==> src/design/kclp_pkg.sv <==
// ----------------------------------------------------------------------------
// kclp_pkg
// Types, codes and reset values shared by the key combo detector modules.
// ----------------------------------------------------------------------------
`default_nettype none

package kclp_pkg;

    localparam int SEQ_MAX_DEF    = 6;
    localparam int TIMER_BITS_DEF = 16;

    localparam int SEQ_SLOTS  = 6;
    localparam int CODE_W     = 10;
    localparam int VALUE_W    = 2;
    localparam int LEN_W      = 3;
    localparam int TIMEOUT_W  = 16;
    localparam int SEQ_W      = SEQ_SLOTS * CODE_W;
    localparam int CFG_IDX_W  = 3;
    localparam int CFG_DATA_W = SEQ_W;

    localparam logic [CODE_W-1:0] CODE_VOL_DOWN = 10'd114;
    localparam logic [CODE_W-1:0] CODE_VOL_UP   = 10'd115;
    localparam logic [CODE_W-1:0] CODE_POWER    = 10'd116;
    localparam logic [CODE_W-1:0] CODE_MENU     = 10'd139;

    localparam logic [VALUE_W-1:0] VAL_RELEASE = 2'd0;
    localparam logic [VALUE_W-1:0] VAL_PRESS   = 2'd1;

    localparam logic [CFG_IDX_W-1:0] REG_SEQ_CODES  = 3'd0;
    localparam logic [CFG_IDX_W-1:0] REG_SEQ_LENGTH = 3'd1;
    localparam logic [CFG_IDX_W-1:0] REG_ACC_REPEAT = 3'd2;
    localparam logic [CFG_IDX_W-1:0] REG_HOLD_CODE  = 3'd3;
    localparam logic [CFG_IDX_W-1:0] REG_HOLD_VALUE = 3'd4;
    localparam logic [CFG_IDX_W-1:0] REG_HOLD_TIME  = 3'd5;

    localparam logic [LEN_W-1:0]     RST_SEQ_LENGTH = 3'd1;
    localparam logic [CODE_W-1:0]    RST_HOLD_CODE  = 10'd116;
    localparam logic [VALUE_W-1:0]   RST_HOLD_VALUE = 2'd1;
    localparam logic [TIMEOUT_W-1:0] RST_HOLD_TIME  = 16'd5000;

    typedef struct packed {
        logic               op;
        logic               is_key_event;
        logic [CODE_W-1:0]  key_code;
        logic [VALUE_W-1:0] key_value;
    } in_t;

    typedef struct packed {
        logic             sequence_hit;
        logic             long_press_hit;
        logic             hold_armed;
        logic [LEN_W-1:0] match_progress;
    } out_t;

    typedef struct packed {
        logic [SEQ_W-1:0]     sequence_codes;
        logic [LEN_W-1:0]     sequence_length;
        logic                 accept_repeat;
        logic [CODE_W-1:0]    hold_key_code;
        logic [VALUE_W-1:0]   hold_key_value;
        logic [TIMEOUT_W-1:0] hold_timeout_ticks;
    } cfg_t;

    typedef struct packed {
        logic               is_tick;
        logic               key_hit;
        logic [CODE_W-1:0]  key_code;
        logic [VALUE_W-1:0] key_value;
    } ev_t;

    function automatic logic [CODE_W-1:0] seq_code(input logic [SEQ_W-1:0] codes,
                                                   input logic [LEN_W-1:0] idx);
        logic [CODE_W-1:0] code;
        unique case (idx)
            3'd0: code = codes[0*CODE_W +: CODE_W];
            3'd1: code = codes[1*CODE_W +: CODE_W];
            3'd2: code = codes[2*CODE_W +: CODE_W];
            3'd3: code = codes[3*CODE_W +: CODE_W];
            3'd4: code = codes[4*CODE_W +: CODE_W];
            3'd5: code = codes[5*CODE_W +: CODE_W];
            default: code = '0;
        endcase
        return code;
    endfunction

    function automatic logic is_watched(input logic [CODE_W-1:0] code);
        return (code == CODE_VOL_DOWN) || (code == CODE_VOL_UP) ||
               (code == CODE_POWER) || (code == CODE_MENU);
    endfunction

endpackage

`default_nettype wire

==> src/design/kclp_combo.sv <==
// ----------------------------------------------------------------------------
// kclp_combo
// Key sequence matcher that restarts on the first code of the sequence.
// ----------------------------------------------------------------------------
`default_nettype none

module kclp_combo #(
    parameter int SEQ_MAX = kclp_pkg::SEQ_MAX_DEF
) (
    input  logic                        aclk,
    input  logic                        aresetn,
    input  logic                        advance,
    input  kclp_pkg::ev_t               ev,
    input  kclp_pkg::cfg_t              cfg,
    output logic                        seq_hit,
    output logic [kclp_pkg::LEN_W-1:0]  match_next
);

    localparam logic [kclp_pkg::LEN_W-1:0] SEQ_MAX_L = kclp_pkg::LEN_W'(SEQ_MAX);

    logic [kclp_pkg::LEN_W-1:0]   match_reg;
    logic [kclp_pkg::LEN_W-1:0]   eff_len;
    logic [kclp_pkg::VALUE_W-1:0] value_mask;
    logic                         step;

    assign value_mask = {cfg.accept_repeat, 1'b1};
    assign step       = ev.key_hit && ((ev.key_value & value_mask) != '0);

    always_comb begin
        if (cfg.sequence_length == '0) begin
            eff_len = 3'd1;
        end else if (cfg.sequence_length > SEQ_MAX_L) begin
            eff_len = SEQ_MAX_L;
        end else begin
            eff_len = cfg.sequence_length;
        end
    end

    always_comb begin
        match_next = match_reg;
        seq_hit    = 1'b0;
        if (step) begin
            if (match_reg >= eff_len) begin
                match_next = '0;
            end else if (kclp_pkg::seq_code(cfg.sequence_codes, match_reg) == ev.key_code) begin
                if ((match_reg + 3'd1) >= eff_len) begin
                    match_next = '0;
                    seq_hit    = 1'b1;
                end else begin
                    match_next = match_reg + 3'd1;
                end
            end else if (kclp_pkg::seq_code(cfg.sequence_codes, 3'd0) == ev.key_code) begin
                match_next = 3'd1;
            end else begin
                match_next = '0;
            end
        end
    end

    always_ff @(posedge aclk) begin
        if (!aresetn) begin
            match_reg <= '0;
        end else if (advance) begin
            match_reg <= match_next;
        end
    end

endmodule

`default_nettype wire

==> src/design/kclp_hold.sv <==
// ----------------------------------------------------------------------------
// kclp_hold
// Long-press watcher with its arming flags and hold countdown.
// ----------------------------------------------------------------------------
`default_nettype none

module kclp_hold #(
    parameter int TIMER_BITS = kclp_pkg::TIMER_BITS_DEF
) (
    input  logic           aclk,
    input  logic           aresetn,
    input  logic           advance,
    input  kclp_pkg::ev_t  ev,
    input  kclp_pkg::cfg_t cfg,
    output logic           long_hit,
    output logic           armed_next
);

    localparam int LW = (TIMER_BITS > kclp_pkg::TIMEOUT_W) ? TIMER_BITS : kclp_pkg::TIMEOUT_W;
    localparam logic [LW-1:0] TMAX = (LW'(1) << TIMER_BITS) - LW'(1);

    logic                  armed_reg;
    logic                  fpp_reg;
    logic                  frp_reg;
    logic                  run_reg;
    logic [TIMER_BITS-1:0] cd_reg;
    logic                  fpp_next;
    logic                  frp_next;
    logic                  run_next;
    logic [TIMER_BITS-1:0] cd_next;
    logic [TIMER_BITS-1:0] cd_dec;
    logic [LW-1:0]         t_ext;
    logic [LW-1:0]         t_sat;
    logic                  is_power;

    assign t_ext    = LW'(cfg.hold_timeout_ticks);
    assign cd_dec   = cd_reg - TIMER_BITS'(1);
    assign is_power = (ev.key_code == kclp_pkg::CODE_POWER);

    always_comb begin
        if (t_ext == '0) begin
            t_sat = LW'(1);
        end else if (t_ext > TMAX) begin
            t_sat = TMAX;
        end else begin
            t_sat = t_ext;
        end
    end

    always_comb begin
        armed_next = armed_reg;
        fpp_next   = fpp_reg;
        frp_next   = frp_reg;
        run_next   = run_reg;
        cd_next    = cd_reg;
        long_hit   = 1'b0;
        if (ev.is_tick) begin
            if (run_reg) begin
                cd_next = cd_dec;
                if (cd_dec == '0) begin
                    run_next = 1'b0;
                    long_hit = armed_reg;
                end
            end
        end else if (ev.key_hit && armed_reg) begin
            if (is_power && fpp_reg && (ev.key_value == kclp_pkg::VAL_PRESS)) begin
                fpp_next = 1'b0;
            end else if (is_power && frp_reg && (ev.key_value == kclp_pkg::VAL_RELEASE)) begin
                frp_next = 1'b0;
            end else if ((ev.key_code != cfg.hold_key_code) ||
                         (ev.key_value != cfg.hold_key_value)) begin
                armed_next = 1'b0;
            end else begin
                cd_next  = TIMER_BITS'(t_sat);
                run_next = 1'b1;
            end
        end
    end

    always_ff @(posedge aclk) begin
        if (!aresetn) begin
            armed_reg <= 1'b1;
            fpp_reg   <= 1'b1;
            frp_reg   <= 1'b1;
            run_reg   <= 1'b0;
            cd_reg    <= '0;
        end else if (advance) begin
            armed_reg <= armed_next;
            fpp_reg   <= fpp_next;
            frp_reg   <= frp_next;
            run_reg   <= run_next;
            cd_reg    <= cd_next;
        end
    end

endmodule

`default_nettype wire

==> src/design/key_combo_and_long_press_detector_unit.sv <==
// ----------------------------------------------------------------------------
// key_combo_and_long_press_detector_unit
// Key combo matcher and long-press watcher fed by key events and timer ticks.
// ----------------------------------------------------------------------------
// Every request, whether a key event or a tick, produces exactly one result.
// A request is captured in an input register and its result is offered from
// a result register, so the block accepts one request per clock while the
// output side is not stalled. Configuration writes take effect at once and
// must be made while no request is in flight.
`default_nettype none

module key_combo_and_long_press_detector_unit #(
    parameter int SEQ_MAX    = kclp_pkg::SEQ_MAX_DEF,
    parameter int TIMER_BITS = kclp_pkg::TIMER_BITS_DEF
) (
    input  logic                             aclk,
    input  logic                             aresetn,
    input  logic                             s_valid,
    output logic                             s_ready,
    input  kclp_pkg::in_t                    s_data,
    output logic                             m_valid,
    input  logic                             m_ready,
    output kclp_pkg::out_t                   m_data,
    input  logic                             cfg_wr_en,
    input  logic [kclp_pkg::CFG_IDX_W-1:0]   cfg_index,
    input  logic [kclp_pkg::CFG_DATA_W-1:0]  cfg_data
);

    kclp_pkg::cfg_t cfg_reg;
    kclp_pkg::in_t  in_data_reg;
    kclp_pkg::out_t out_data_reg;
    kclp_pkg::out_t result;
    kclp_pkg::ev_t  ev;
    logic           in_valid_reg;
    logic           out_valid_reg;
    logic           advance;
    logic           seq_hit;
    logic           long_hit;
    logic           armed_next;
    logic [kclp_pkg::LEN_W-1:0] match_next;

    always_ff @(posedge aclk) begin
        if (!aresetn) begin
            cfg_reg.sequence_codes     <= '0;
            cfg_reg.sequence_length    <= kclp_pkg::RST_SEQ_LENGTH;
            cfg_reg.accept_repeat      <= 1'b0;
            cfg_reg.hold_key_code      <= kclp_pkg::RST_HOLD_CODE;
            cfg_reg.hold_key_value     <= kclp_pkg::RST_HOLD_VALUE;
            cfg_reg.hold_timeout_ticks <= kclp_pkg::RST_HOLD_TIME;
        end else if (cfg_wr_en) begin
            unique case (cfg_index)
                kclp_pkg::REG_SEQ_CODES: begin
                    cfg_reg.sequence_codes <= cfg_data[kclp_pkg::SEQ_W-1:0];
                end
                kclp_pkg::REG_SEQ_LENGTH: begin
                    cfg_reg.sequence_length <= cfg_data[kclp_pkg::LEN_W-1:0];
                end
                kclp_pkg::REG_ACC_REPEAT: begin
                    cfg_reg.accept_repeat <= cfg_data[0];
                end
                kclp_pkg::REG_HOLD_CODE: begin
                    cfg_reg.hold_key_code <= cfg_data[kclp_pkg::CODE_W-1:0];
                end
                kclp_pkg::REG_HOLD_VALUE: begin
                    cfg_reg.hold_key_value <= cfg_data[kclp_pkg::VALUE_W-1:0];
                end
                kclp_pkg::REG_HOLD_TIME: begin
                    cfg_reg.hold_timeout_ticks <= cfg_data[kclp_pkg::TIMEOUT_W-1:0];
                end
                default: begin
                end
            endcase
        end
    end

    assign advance = in_valid_reg && (!out_valid_reg || m_ready);
    assign s_ready = !in_valid_reg || advance;

    always_ff @(posedge aclk) begin
        if (!aresetn) begin
            in_valid_reg <= 1'b0;
        end else if (s_valid && s_ready) begin
            in_valid_reg <= 1'b1;
        end else if (advance) begin
            in_valid_reg <= 1'b0;
        end
    end

    always_ff @(posedge aclk) begin
        if (s_valid && s_ready) begin
            in_data_reg <= s_data;
        end
    end

    assign ev.is_tick   = in_data_reg.op;
    assign ev.key_hit   = !in_data_reg.op && in_data_reg.is_key_event &&
                          kclp_pkg::is_watched(in_data_reg.key_code);
    assign ev.key_code  = in_data_reg.key_code;
    assign ev.key_value = in_data_reg.key_value;

    kclp_combo #(
        .SEQ_MAX    (SEQ_MAX)
    ) u_combo (
        .aclk       (aclk),
        .aresetn    (aresetn),
        .advance    (advance),
        .ev         (ev),
        .cfg        (cfg_reg),
        .seq_hit    (seq_hit),
        .match_next (match_next)
    );

    kclp_hold #(
        .TIMER_BITS (TIMER_BITS)
    ) u_hold (
        .aclk       (aclk),
        .aresetn    (aresetn),
        .advance    (advance),
        .ev         (ev),
        .cfg        (cfg_reg),
        .long_hit   (long_hit),
        .armed_next (armed_next)
    );

    assign result.sequence_hit   = seq_hit;
    assign result.long_press_hit = long_hit;
    assign result.hold_armed     = armed_next;
    assign result.match_progress = match_next;

    always_ff @(posedge aclk) begin
        if (!aresetn) begin
            out_valid_reg <= 1'b0;
        end else if (advance) begin
            out_valid_reg <= 1'b1;
        end else if (m_ready) begin
            out_valid_reg <= 1'b0;
        end
    end

    always_ff @(posedge aclk) begin
        if (advance) begin
            out_data_reg <= result;
        end
    end

    assign m_valid = out_valid_reg;
    assign m_data  = out_data_reg;

endmodule

`default_nettype wire

==> config.mk <==
export PLATFORM = sky130hd
export DESIGN_NAME = key_combo_and_long_press_detector_unit
export DESIGN_NICKNAME = d
export VERILOG_FILES = /design/src/design/kclp_pkg.sv /design/src/design/kclp_combo.sv /design/src/design/kclp_hold.sv /design/src/design/key_combo_and_long_press_detector_unit.sv
export SDC_FILE = /design/constraint.sdc
export NUM_CORES = 1
export LEC_CHECK = 0
export CORE_ASPECT_RATIO = 0.9
export CORE_MARGIN = 4
export CORE_UTILIZATION = 55
export CTS_CLUSTER_SIZE = 10
export DETAILED_ROUTE_END_ITERATION = 8
export DONT_BUFFER_PORTS = 1
export PLACE_DENSITY = 0.69
export SYNTH_ARGS = -nofsm -noshare
export SYNTH_HDL_FRONTEND = slang
export SYNTH_HIERARCHICAL = 1
export SYNTH_SLANG_ARGS = --single-unit
==> constraint.sdc <==
create_clock -name aclk -period 5.46 [get_ports aclk]
set_input_delay 1.365 -clock aclk [delete_from_list [all_inputs] [get_ports aclk]]
set_output_delay 1.365 -clock aclk [all_outputs]
set_load 0.03 [all_outputs]
==> results of run 1 <==
[layout make-up]
type,instances,area [sq um],share of cell area
clock buffer,17,425,0.0560
clock inverter,15,155,0.0204
inverter,16,60.1,0.00791
multi-input combinational,609,3780,0.497
sequential,137,2940,0.387
tap,164,205,0.0270
timing repair buffer,4,30.0,0.00395
[cells in the final DEF (no fill, tap or decap), drive strengths merged, types with 5 or more instances in the layout]
cell,instances
nand2,198
dfxtp,117
a21boi,76
o21ai,33
nand3,26
a21oi,26
inv,25
edfxtp,20
xnor2,18
clkbuf,17
a22oi,16
nor3,15
mux2i,14
nor2,13
ha,13
nor4,12
or3,11
nor2b,10
a31oi,9
nand4,8
o31ai,7
and2,7
xor2,6
mux2,6
nand3b,5
nand2b,5
o41ai,5
[layer usage]
| layer | global-route usage | up-vias | share of wire | wire (um) |
|---|---|---|---|---|
| met5 | 0 | - | 0 | 0 |
| li1 | - | 2863 | - | - |
| met2 | 0.361 | 206 | 0.42 | 7750 |
| met1 | 0.386 | 2866 | 0.49 | 9120 |
| met3 | 0.0700 | 30 | 0.076 | 1420 |
| met4 | 0.0743 | 0 | 0.015 | 282 |
[how the worst min path moves through the flow]
| stage | start | end | slack [ns] |
|---|---|---|---|
| CTS | cfg_reg[87]$_SDFFE_PN0P_ | cfg_reg[87]$_SDFFE_PN0P_ | 0.46 |
| global route | cfg_reg[90]$_SDFFE_PN0P_ | cfg_reg[90]$_SDFFE_PN0P_ | 0.47 |
| detailed placement | u_hold/frp_reg$_SDFFE_PN1P_ | u_hold/frp_reg$_SDFFE_PN1P_ | 0.45 |
| finish | cfg_reg[87]$_SDFFE_PN0P_ | cfg_reg[87]$_SDFFE_PN0P_ | 0.46 |
| floorplan | cfg_reg[64]$_SDFFE_PN0P_ | cfg_reg[64]$_SDFFE_PN0P_ | 0.43 |
| global placement | cfg_reg[90]$_SDFFE_PN0P_ | cfg_reg[90]$_SDFFE_PN0P_ | 0.44 |
[kinds of logic (layout without fill, tap and decap cells)]
logic type               count (synthesis)  count (layout)  share of synthesized area
AO/OA/AOI/OAI                          213             213                      0.211
AND/OR/NAND/NOR                        338             338                      0.237
XOR/XNOR                                24              24                     0.0297
flip-flops                             137             137                      0.416
adder cells (fa/ha/maj)                 14              14                     0.0244
multiplexers                            20              20                     0.0299
buffers and inverters                   74              52                     0.0521
[where the power goes]
part	internal (mW)	switching, mW	total (mW)
registers	1.05	0.0365	1.09
logic	0.0557	0.0672	0.123
clock network	0.645	0.492	1.14
total	1.75	0.596	2.35
[worst max-delay path: stages (launching register included)]
cell and delay [ns]:
dfxtp_1 1.01, inv_1 0.20, ha_1 0.41, and2_1 0.20, a221o_1 0.28, or3_1 0.37, a2111oi_2 0.39, nand4_2 0.27
or4b_1 0.55, a21boi_1 0.16
[metrics by stage]
step	std cells	instance area, sq um
floorplan	820	7080
global placement	930	7020
detailed placement	930	7020
CTS	962	7600
global route	962	7600
finish	962	7600
==> impl_metrics.json, run 1 <==
{
  "reg2reg_depth": 9,
  "grt_pass1_vias": 5634,
  "diodes": 0,
  "cts_made_buffers": 17,
  "vias": 5965,
  "num_rows": 39,
  "fmax_mhz": 256,
  "nFillCells": 1089,
  "ys_types": 75,
  "htreeDepth": 4,
  "min_period_ns": 3.91,
  "worstSkewPairLatency_ns": 0.43,
  "min_path_cells": 2,
  "grt_max_degree": 111,
  "area_delta_synth_final_pct": 7.28,
  "cts_setup_buffers": 0,
  "die_area_sq_um": 14800,
  "drt-initial-drc-count": 711,
  "end_kind": "flop",
  "max-clock-path-buffers": 2,
  "gp_congestion": 0.889,
  "die_h_um": 116,
  "ys_top_cells_by_count": "188 x nand2_1, 117 x dfxtp_1, 63 x a21boi_1, 33 x clkbuf_1, 29 x o21ai_0",
  "hp-class": "reg2reg",
  "clock-sinks": 137,
  "worstMarginPinSlew_ns": 1.04,
  "syn_nets": 915,
  "worstSetupEndpoint": "u_combo/match_reg[2]$_SDFFE_PN0P_",
  "coreArea_sq_um": 12600,
  "arrival_ns": 4.26,
  "antenna_left": 0,
  "cts_tree": "done",
  "overflow": 0,
  "place_ws_ns": 1.62,
  "syn_avg_cell_area_sq_um": 8.63,
  "cts_resized": 0,
  "ys_seq_area_frac": 0.416,
  "drt_wl_total_um": 18600,
  "finalSetupTns_ns": 0,
  "clk_pin_slew_ns": 0.06,
  "r2r_end": "u_combo/match_reg[2]$_SDFFE_PN0P_",
  "worstSetupPathType": "reg2reg",
  "grt_pass1_wl_um": 29600,
  "dieWidth_um": 128,
  "worst_slack_ns": 1.55,
  "setup_viol": 0,
  "drive_above_1_share": 0.0802,
  "start_util": 0.560,
  "r2r_start": "u_combo/match_reg[2]$_SDFFE_PN0P_",
  "synth_edf_count": 20,
  "crit_path_max_fanout": 29,
  "viasPerCell": 6.20,
  "relSlewSlack": 0.304,
  "slew_violations": 0,
  "finalHoldViolCount": 0,
  "synth.most_common_cell": "nand2_1",
  "cp.required_ns": 5.81,
  "post-route-drc-count": 0,
  "hpwl_um": 13100,
  "leakagePower_nw": 2.62,
  "period_share": 0.716,
  "port_buffers": 0,
  "ys.flop_type": "dfxtp_1",
  "fin_util": 0.601,
  "syn_inst": 820,
  "hold_ws_ns": 0.457,
  "yosysWarnings": 6,
  "startpoint_type": "flop",
  "wire_per_inst_um": 19.3,
  "peakVddDrop_mv": 0.332,
  "layout.nets": 880,
  "ys_async_sr_fraction": 0,
  "p_per_area_nw_per_um2": 309,
  "fin_skew_ns": 0.00910,
  "synth_top_cell_area_share": 0.331,
  "synth_area_leaders": "dfxtp_1 33%, nand2_1 10%, edfxtp_1 8.5%, a21boi_1 6.7%, ha_1 2.3%",
  "p_total_mw": 2.35,
  "largest_reg_flops": 92,
  "first_pass_iters": 5,
  "ys_ff_latch": 137,
  "track_usage": 0.257,
  "antenna_found_initial": 0,
  "root_buffer": "clkbuf_16",
  "status": "finished, final reports clean",
  "regToRegSetupSlack_ns": 1.55,
  "critPathLaunch": "u_combo/match_reg[2]$_SDFFE_PN0P_",
  "postCtsHoldBufs": 0,
  "rsz0062_at_grt": "false",
  "synth_top_cell_by_area": "dfxtp_1",
  "synth_area_sq_um": 7080,
  "drv_cap": 0,
  "ios": 90
}
Note: power is estimated with default switching activity, not from simulation.
==> run 2: changes to the inputs <==
Clock period 5.46 ns to 4 ns, I/O delays scaled along.
==> run 2 against run 1 <==
Clock power increased by 39%. Flip-flop and latch count unchanged. Register-to-register slack got worse by 0.94 ns. Critical path type unchanged. Largest power group unchanged.
==> impl_metrics.json, run 2 (synthesized netlist as in run 1, its figures left out) <==
{
  "dieWidth_um": 128,
  "hp-class": "reg2reg",
  "coreArea_sq_um": 12600,
  "reg2reg_depth": 9,
  "htreeDepth": 4,
  "nFillCells": 1111,
  "critPathBufInv": 1,
  "track_usage": 0.257,
  "ios": 90,
  "final_cell_area_sq_um": 7620,
  "p_per_area_nw_per_um2": 425,
  "r2r_end": "u_combo/match_reg[2]$_SDFFE_PN0P_",
  "layout_common_cells": "188 x nand2_1, 117 x dfxtp_1, 63 x a21boi_1",
  "arrival_ns": 3.75,
  "rsz0062_at_grt": "false",
  "min_path_cells": 2,
  "overflow": 0,
  "relSlewSlack": 0.387,
  "hold_ws_ns": 0.456,
  "die_area_sq_um": 14800,
  "layout_commonest_cell": "nand2_1",
  "fin_skew_ns": 0.00993,
  "cts_tree": "done",
  "fin_util": 0.603,
  "regToRegSetupSlack_ns": 0.61,
  "cpPeakStageDelay_ns": 0.56,
  "max-clock-path-buffers": 2,
  "clk_pin_slew_ns": 0.06,
  "leakagePower_nw": 2.63,
  "use_met2": 0.381,
  "diodes": 0,
  "antenna_left": 0,
  "worstSetupPathType": "reg2reg",
  "globalRoute.busiestLayer": "met2",
  "status": "finished, final reports clean",
  "layout.nets": 882,
  "peakVddDrop_mv": 0.372,
  "p_total_mw": 3.24,
  "cts_resized": 0,
  "drt-initial-drc-count": 599,
  "fmax_mhz": 295,
  "viasPerCell": 6.20,
  "num_rows": 39,
  "startpoint_type": "flop",
  "port_buffers": 0,
  "post-route-drc-count": 0,
  "hpwl_um": 13200,
  "first_pass_iters": 5,
  "crit_path_top_delay_cell": "dfxtp_1",
  "slew_violations": 0,
  "worstMarginPinSlew_ns": 0.918,
  "dpl_cell_area_sq_um": 7030,
  "finalHoldViolCount": 0,
  "antenna_found_initial": 0,
  "timing.critical_path.cells": "inv_1, ha_1, and2_1, a221o_1, or3_1, a2111oi_2, nand4_2, or4b_1, a21boi_1",
  "drv_cap": 0,
  "cts_setup_buffers": 0,
  "start_util": 0.560,
  "grtUsageMet1": 0.370,
  "drive_above_1_share": 0.0825,
  "grt_pass1_vias": 5654,
  "drt_wl_total_um": 18600,
  "crit_path_max_fanout": 11,
  "path_depth": 9,
  "grt_pass1_wl_um": 29900,
  "min_period_ns": 3.39,
  "root_buffer": "clkbuf_16",
  "die_h_um": 116,
  "r2r_start": "u_combo/match_reg[2]$_SDFFE_PN0P_",
  "largest_reg_flops": 92,
  "postCtsHoldBufs": 0,
  "gr-usage-met3": 0.0816,
  "period_share": 0.847,
  "cpLargestDelayFamily": "simple AND/OR/NAND/NOR gates",
  "grt_max_degree": 111,
  "gp_congestion": 0.927,
  "whs_endpoint": "cfg_reg[88]$_SDFFE_PN0P_",
  "setup_viol": 0,
  "vias": 5979,
  "worstHoldStart": "cfg_reg[88]$_SDFFE_PN0P_",
  "worstSkewPairLatency_ns": 0.43,
  "area_delta_synth_final_pct": 7.67,
  "end_kind": "flop",
  "cts_made_buffers": 17,
  "wire_per_inst_um": 19.3,
  "clock-sinks": 137,
  "finalSetupTns_ns": 0,
  "cp.required_ns": 4.36
}
run 2: area by class of cell:
cell class / instances / area [sq um] / area share
clock buffer: 17 / 425 / 0.0558
clock inverter: 15 / 168 / 0.0220
inverter: 16 / 60.1 / 0.00788
multi-input combinational: 609 / 3780 / 0.495
sequential: 137 / 2940 / 0.386
tap: 164 / 205 / 0.0269
timing repair buffer: 6 / 45.0 / 0.00591
run 2: worst max-delay path by stage:
stage	startpoint	endpoint	slack (ns)
after global routing	u_combo/match_reg[2]$_SDFFE_PN0P_	u_combo/match_reg[2]$_SDFFE_PN0P_	0.39
after floorplan	u_combo/match_reg[0]$_SDFFE_PN0P_	u_combo/match_reg[2]$_SDFFE_PN0P_	1.01
after detailed placement	u_combo/match_reg[2]$_SDFFE_PN0P_	u_combo/match_reg[2]$_SDFFE_PN0P_	0.66
after CTS	u_combo/match_reg[2]$_SDFFE_PN0P_	u_combo/match_reg[2]$_SDFFE_PN0P_	0.63
final	u_combo/match_reg[2]$_SDFFE_PN0P_	u_combo/match_reg[2]$_SDFFE_PN0P_	0.61
after global placement	u_combo/match_reg[2]$_SDFFE_PN0P_	u_combo/match_reg[2]$_SDFFE_PN0P_	0.79
run 2: worst reg2reg max path, delay by kind of cell (launching register included):
| kind | cells | cell delay, ns |
|---|---|---|
| AO/OA/AOI/OAI | 3 | 0.83 |
| adder cells (fa/ha/maj) | 1 | 0.38 |
| buffers and inverters | 1 | 0.14 |
| flip-flops | 1 | 0.56 |
| AND/OR/NAND/NOR | 4 | 1.41 |
run 2: metal layers:
layer / up-vias / part of all wire
met4: 0 / 0.013
met2: 219 / 0.44
met5: - / 0
li1: 2865 / -
met3: 26 / 0.080
met1: 2869 / 0.47
run 2: per-stage QoR:
step	setup slack, ns	cells
2_1_floorplan	1.01	820
3_3_place_gp	0.793	932
3_5_place_dp	0.656	932
4_1_cts	0.630	964
5_1_grt	0.387	964
6_report	0.611	964
run 2: power by group:
group	internal, mW	total [mW]	leakage [nW]	switching [mW]
logic	0.0768	0.172	1.21	0.0953
registers	1.43	1.48	1.14	0.0470
clock network	0.932	1.59	0.284	0.657
==> run 3: changes to the inputs <==
Settings changed: PLACE_DENSITY 0.69 to 0.72.
Clock period 4 ns to 2.8 ns, I/O delays scaled along.
==> run 3 against run 2 <==
Final cell count increased by 2.9%. Sequential share of layout area is 1.5 points lower. Sequential power grew 43%. Die area did not move. Wire length rose by 2.0%. Register-to-register slack worse by 0.52 ns. Combinational power increased by 56%. Critical path type unchanged. Critical endpoint unchanged.
==> impl_metrics.json, run 3 (synthesized netlist as in run 1, its figures left out) <==
{
  "p_clk_frac": 0.497,
  "ios": 90,
  "place_ws_ns": -0.0965,
  "p_per_area_nw_per_um2": 593,
  "num_rows": 39,
  "status": "finished, final reports clean",
  "wire_per_inst_um": 19.1,
  "grt_pass1_vias": 5562,
  "drt_wl_total_um": 19000,
  "max-clock-path-buffers": 2,
  "min_period_ns": 2.71,
  "port_buffers": 0,
  "hpwl_um": 13600,
  "swShare": 0.226,
  "cpLargestDelayFamily": "simple AND/OR/NAND/NOR gates",
  "track_usage": 0.261,
  "leakagePower_nw": 2.78,
  "relSlewSlack": 0.402,
  "start_util": 0.560,
  "power_frac_comb": 0.057,
  "setup_viol": 0,
  "layout_common_cells": "188 x nand2_1, 114 x dfxtp_1, 63 x a21boi_1",
  "grt_max_degree": 111,
  "arrival_ns": 3.06,
  "worst_slack_ns": 0.0877,
  "worstSetupPathType": "reg2reg",
  "critPathBufInv": 1,
  "period_share": 0.969,
  "p_switching_mw": 1.07,
  "vias": 6060,
  "first_pass_iters": 5,
  "end_kind": "flop",
  "seqPwrFrac": 0.446,
  "fin_cells": 992,
  "fmax_mhz": 369,
  "slew_violations": 0,
  "regToRegSetupSlack_ns": 0.09,
  "viasPerCell": 6.11,
  "finalHoldViolCount": 0,
  "peakVddDrop_mv": 0.493,
  "rsz0062_at_grt": "true",
  "r2r_end": "u_combo/match_reg[2]$_SDFFE_PN0P_",
  "fin_skew_ns": 0.00753,
  "cts_tree": "done",
  "min_path_cells": 0,
  "dieWidth_um": 128,
  "hp-class": "in2reg",
  "diodes": 0,
  "htreeDepth": 4,
  "multi_input_area_sq_um": 3870,
  "clk_pin_slew_ns": 0.06,
  "antenna_left": 0,
  "crit_path_top_delay_cell": "or4b_2",
  "grt_pass1_wl_um": 29900,
  "timing.critical_path.cells": "or4b_2, nor3_1, buf_4, nand2_1, a211o_1, nand2b_1, or4b_1, a21boi_1",
  "p_int_mw": 3.65,
  "whs_endpoint": "ev[11]$_DFFE_PP_",
  "layout_commonest_cell": "nand2_1",
  "largest_reg_flops": 92,
  "area_delta_synth_final_pct": 12.3,
  "root_buffer": "clkbuf_16",
  "cp.required_ns": 3.15,
  "worstMarginPinSlew_ns": 0.897,
  "clock-sinks": 137,
  "cpPeakStageDelay_ns": 0.69,
  "drive_above_1_share": 0.127,
  "overflow": 0,
  "p_total_mw": 4.72,
  "startpoint_type": "flop",
  "fin_util": 0.629,
  "dp_cells": 958,
  "die_h_um": 116,
  "postCtsHoldBufs": 0,
  "nFillCells": 1072,
  "crit_path_max_fanout": 3,
  "r2r_start": "ev[13]$_DFFE_PP_",
  "seq_area_sq_um": 2950,
  "cts_made_buffers": 17,
  "reg2reg_depth": 8,
  "drt-initial-drc-count": 584,
  "antenna_found_initial": 0,
  "coreArea_sq_um": 12600,
  "worstSkewPairLatency_ns": 0.43,
  "drv_cap": 0,
  "die_area_sq_um": 14800,
  "layout.nets": 910,
  "worstHoldStart": "s_data[11]",
  "gp_congestion": 0.913,
  "post-route-drc-count": 0
}
## run 3: changes by cell type in the layout (fill, tap and decap cells not counted), sizes merged
cell	change
buf	+28
inv	-5
clkbuf	+3
bufinv	+2
clkinv	+1
clkinvlp	-1
## run 3: area by class of cell
type / instances / share of cell area
Multi-Input combinational cell: 609 / 0.487
Sequential cell: 137 / 0.371
Clock buffer: 20 / 0.0549
Timing Repair Buffer: 34 / 0.0321
Tap cell: 164 / 0.0258
Clock inverter: 12 / 0.0219
Inverter: 16 / 0.00787
## run 3: worst max path at each step
stage | from | cells after the start | endpoint
2_1_floorplan | u_combo/match_reg[0]$_SDFFE_PN0P_ | 10 | u_combo/match_reg[2]$_SDFFE_PN0P_
3_3_place_gp | u_combo/match_reg[0]$_SDFFE_PN0P_ | 9 | u_combo/match_reg[2]$_SDFFE_PN0P_
3_5_place_dp | u_combo/match_reg[0]$_SDFFE_PN0P_ | 9 | u_combo/match_reg[2]$_SDFFE_PN0P_
4_1_cts | u_combo/match_reg[1]$_SDFFE_PN0P_ | 9 | u_combo/match_reg[2]$_SDFFE_PN0P_
5_1_grt | u_combo/match_reg[0]$_SDFFE_PN0P_ | 10 | m_data[0]$_DFFE_PP_
6_report | ev[13]$_DFFE_PP_ | 8 | u_combo/match_reg[2]$_SDFFE_PN0P_
## run 3: power groups by stage
stage | clock, mW | sequential (mW) | combinational [mW]
2_1_floorplan | 0 | 2.13 | 0.228
3_3_place_gp | 0 | 2.15 | 0.254
3_5_place_dp | 0 | 2.15 | 0.258
4_1_cts | 2.38 | 2.10 | 0.264
5_1_grt | 2.46 | 2.11 | 0.296
6_report | 2.35 | 2.11 | 0.268
## run 3: layer usage
metal / up-vias / global-route usage / part of all wire
met4: 0 / 0.0835 / 0.017
met1: 2870 / 0.375 / 0.47
li1: 2929 / - / -
met3: 30 / 0.0682 / 0.076
met2: 231 / 0.385 / 0.44
met5: - / 0 / 0
## run 3: through the flow
stage / hold WS, ns / setup TNS [ns] / instance area [sq um]
floorplan: 0.430 / 0 / 7090
global placement: 0.446 / 0 / 7230
detailed placement: 0.451 / -0.184 / 7230
CTS: 0.355 / 0 / 7890
global route: 0.349 / -0.0163 / 7950
finish: 0.367 / 0 / 7950
## run 3: repair_timing
action / CTS / global route
resized for setup: 9 / 13
endpoints found under the hold margin: 0 / 0
buffers inserted: 0 / 2
pin swaps: 1 / 3
setup endpoints to repair: 3 / 12
